$ cat src/hw/rtl/sfsg_ram.sv
`timescale 1ns / 1ps
// ---------------------------------------------------------------------------
// sfsg_ram: generic single write, single read memory
// One write port and one read port, read data registered.
// ---------------------------------------------------------------------------
module sfsg_ram #(
   parameter int WIDTH = 8,
   parameter int DEPTH = 256
) (
   input  logic                     clock,
   input  logic                     wr_en,
   input  logic [$clog2(DEPTH)-1:0] wr_addr,
   input  logic [WIDTH-1:0]         wr_data,
   input  logic [$clog2(DEPTH)-1:0] rd_addr,
   output logic [WIDTH-1:0]         rd_data
);

   logic [WIDTH-1:0] mem [DEPTH];
   logic [WIDTH-1:0] rd_data_ff;

   always_ff @(posedge clock) begin
      if (wr_en) begin
         mem[wr_addr] <= wr_data;
      end
      rd_data_ff <= mem[rd_addr];
   end

   assign rd_data = rd_data_ff;

endmodule

$ cat config.mk
export PLATFORM = sky130hd
export DESIGN_NAME = sfsg_ram
export DESIGN_NICKNAME = d
export VERILOG_FILES = /design/src/hw/rtl/sfsg_ram.sv
export SDC_FILE = /design/constraint.sdc
export NUM_CORES = 2
export LEC_CHECK = 0
export ABC_AREA = 0
export ABC_CLOCK_PERIOD_IN_PS = 5900
export BUFFER_PORTS_ARGS = -buffer_cell sky130_fd_sc_hd__buf_2
export CELL_PAD_IN_SITES_DETAIL_PLACEMENT = 0
export CELL_PAD_IN_SITES_GLOBAL_PLACEMENT = 1
export CORE_ASPECT_RATIO = 0.75
export CORE_MARGIN = 2
export CORE_UTILIZATION = 51
export CTS_BUF_LIST = sky130_fd_sc_hd__clkbuf_16
export DETAILED_ROUTE_END_ITERATION = 8
export GPL_TIMING_DRIVEN = 1
export MAX_ROUTING_LAYER = met4
export PLACE_DENSITY = 0.75
export SLEW_MARGIN = 30
export SYNTH_ARGS = -nofsm -noshare
export SYNTH_HDL_FRONTEND = slang
export SYNTH_SLANG_ARGS = --single-unit
$ cat constraint.sdc
create_clock -name clock -period 5.9 [get_ports clock]
set_input_delay 1.18 -clock clock [delete_from_list [all_inputs] [get_ports clock]]
set_output_delay 1.18 -clock clock [all_outputs]
set_load 0.02 [all_outputs]
==> summary.md <==
| Metric | Value |
|---|---|
| Outcome | completed |
| Seq pwr share | 0.553 |
| Syn Inst Count | 3733 |
| Core area | 0.155 sq mm |
| VDD IR max | 0.315 mV |
| Post-CTS setup buffer count | 0 |
| Synth Area in Compound Gates | 0.0342 |
| Crit. End Element | register |
| Worst Setup Start Kind | input pin |
| CP arrival | between 4 and 5 ns |
| Setup TNS | 0 ns |
| Leak pwr | 0.0270 uW |
| Mapped Nets | roughly 3800 |
| Final setup margin | 1.95 ns |
| Commonest non-fill, non-tap cell in the layout | edfxtp_1 |
| Remaining Overflow, GRT | 0 |
| DR vias/cell | 6.52 |
| Int Pwr | 22800 uW |
| Slew @ Worst Pin | around 1.2 ns |
| Critical path's largest stage delay | 0.78 ns |
| Sw Share | 0.217 |
| WL per Instance | 32.4 um |
| Family with the most delay on the worst path | buffers and inverters |
| Post-Synth Adder-Cell Area | 0 |
| Post-synth top flop | edfxtp_1 |
| Vias in the first global route | 38200 |
| Layout area overhead | 10.5% |
| Post-synthesis xor/xnor area fraction | 0 |
| Max Transition Viols Final | 0 |
| CTS Buffer Depth | 3 |
| CP Cell Sequence | buf_8, buf_12, buf_12, mux4_2, mux4_2, nor2_1, a2111oi_0, nor3_1, nor4_2 |
| Crit path required time | 6.57 ns |
| First drt pass iteration count | 5 |
| Seq/Total Area, Yosys | 0.775 |
| Maxcap violations | 0 |
| Initial drt markers | around 6500 |
| Final Hold Vio Count | 0 |
| Top post-synthesis cells by area | edfxtp_1 77%, mux4_2 13%, mux2i_1 1.7% |
| Syn Area/Cell | ~21 sq um |
| Minimum clock period | 3.95 ns |
| Die area | 0.159 sq mm |
| GP Congestion | 0.894 |
| Synth cell types | 55 |
| Die width | roughly 460 um |
| Slew margin rel. | 0.224 |
| Commonest cells after routing, fill and taps aside | 2048 x edfxtp_1, 454 x mux4_2, 263 x nor2_1, 189 x clkbuf_16, 134 x mux2i_1 |
| Worst hold-check path type | input pin to register |
| Row count | between 100 and 150 |
| RSZ-0062 raised after global routing | false |
| Worst Setup Path Type | input pin to register |
| CTS tree | yes |
| Hold buffers post-CTS | 0 |
| Final net count | 3863 |
| Yosys top cell area share | 0.773 |
| Fillers | 11200 |
| CTS root buf | clkbuf_16 |
| Netlist Area Pre-Place | 0.0796 sq mm |
| Period utilization | 0.670 |
| Clock Skews | 0.0329 ns |
| Largest family of logic cells by synthesized area | multiplexers |
| Setup violations, final | 0 |
| Ys async rst share | 0 |
| Area leader, netlist | edfxtp_1 |
| Clock transition at path regs | 0.06 ns |
| Yosys reg bits | roughly 2100 |
| Initial antenna violation count | 5 |
| Gr usage total | 0.255 |
| Port Buffers | 33 |
| Comb pwr share | 0.050 |
| CP max-delay cell | nor3_1 |
| Final wirelength | 195 mm |
| Post-Synth Simple-Gate Area | 0.0263 |
| Post-synthesis mux area share | 0.146 |
| Peak Freq | 253 MHz |
| First-pass GRT wire length | ~280 mm |
| Vias | approximately 40000 |
| DRC Markers | 0 |
| PostCTS Resize Cnt | 0 |
| DP HPWL | 118 mm |
| Clock Power Share | 0.396 |
| Layout cell share with drive strength beyond 1 | 0.227 |
| Switch Pwr | 6330 uW |
| Die extent in y | 346 um |
| Starting density of the core | 0.514 |
| EDFF count, synth | 2048 |
| Cts bufs inserted | 187 |
| H-tree levels | 4 |
| Sum of buffers and inverters on the critical path | 3 |
| Io pins | 34 |
| Pwr dens | 331 mW/mm^2 |
| Worst skew pair latency | 0.83 ns |
| Largest net degree at the start of global routing | 163 |
| Clock Sinks | 2056 |
| Yosys warning count | 0 |
| Post-DRT Antenna Nets | 0 |
| Critical Path Fanout Max | 41 |
| Post-place setup slack | 1.09 ns |
-- worst register-to-register path, cell delays in order, from the launching register on --
cell and delay (ns):
edfxtp_1 0.37, mux4_2 0.48, a22o_1 0.29, a221oi_1 0.41, o32ai_1 0.19, nor3_1 0.80, nor4_1 0.16
-- metal layers --
layer,vias to the layer above,part of all wire,track usage,wire [um]
li1,15900,-,-,-
met4,0,0.016,0.0518,3150
met1,20800,0.42,0.387,82100
met5,-,0,-,0
met3,224,0.11,0.0525,21600
met2,2266,0.45,0.360,88500
-- synthesized netlist by cell type (3+ instances only) --
cell type and count:
buf_6 21, dfxtp_1 8, nor4_2 3, o211ai_1 10, a221oi_1 13, or2_2 4
mux4_2 454, o221ai_1 46, a22o_1 8, a22oi_1 133, buf_2 31, o32ai_1 4
o21ai_0 10, nor3_1 22, nand3_1 34, and2_1 6, clkbuf_1 111, buf_8 13
nor2b_1 31, a21oi_1 96, o22a_1 5, mux2i_1 134, buf_12 8, nor4_1 24
edfxtp_1 2048, buf_4 27, a211oi_1 16, o22ai_1 28, nand2b_1 8, nand2_1 33
nand4_1 10, nor2_1 282, buf_1 22
-- flip-flops by register name, summed over array words and instances (netlist names) --
signal	flops
mem	2048
rd_data	8
-- logic make-up (layout without fill, tap and decap cells) --
kind of cell | count (synthesis) | in the layout
buffers and inverters | 235 | 489
AOI/OAI and AO/OA | 385 | 385
DFF | 2056 | 2056
other | 0 | 3
and+or+nand+nor | 466 | 466
muxes | 591 | 591
-- through the flow --
step / hold WS [ns] / area, sq um / total power, uW / utilization / instances
final: 0.720 / 87900 / 29100 / 0.568 / 6022
after global routing: 0.703 / 87900 / 29900 / 0.568 / 6020
after CTS: 0.816 / 87800 / 29300 / 0.567 / 6018
after detailed placement: 0.969 / 82100 / 17900 / 0.530 / 5679
after global placement: 0.957 / 82000 / 17900 / 0.530 / 5677
after floorplan: 0.770 / 79600 / 17200 / - / 3733
-- area by class of cell --
class | count | area, sq um | area share
flip-flops and latches | 2056 | 61700 | 0.701
well taps | 2032 | 2540 | 0.0289
inverters | 2 | 7.51 | 0.0000854
clock buffers | 189 | 4730 | 0.0538
repair buffers | 148 | 1370 | 0.0156
diodes | 3 | 7.51 | 0.0000854
multi-input cells | 1442 | 16600 | 0.189
clock inverters | 150 | 1020 | 0.0116
-- final timing paths --
path                            cells past startpoint         end  startpoint  slack (ns)
worst max-delay path                                9  rd_data[2]  rd_addr[0]        1.95
worst max register to register                      6  rd_data[3]  mem[83][3]        3.05
worst min register to register                      6  rd_data[6]   mem[7][6]        0.99
worst min-delay path                                1  mem[58][7]  wr_data[7]        0.72
-- power groups by stage --
stage / clock [uW] / combinational, uW / sequential, uW
CTS: 11700 / 1460 / 16100
global placement: 0 / 1430 / 16400
detailed placement: 0 / 1450 / 16400
floorplan: 0 / 782 / 16400
finish: 11600 / 1460 / 16100
global route: 12200 / 1540 / 16100
Note: power is estimated with default switching activity, not from simulation.
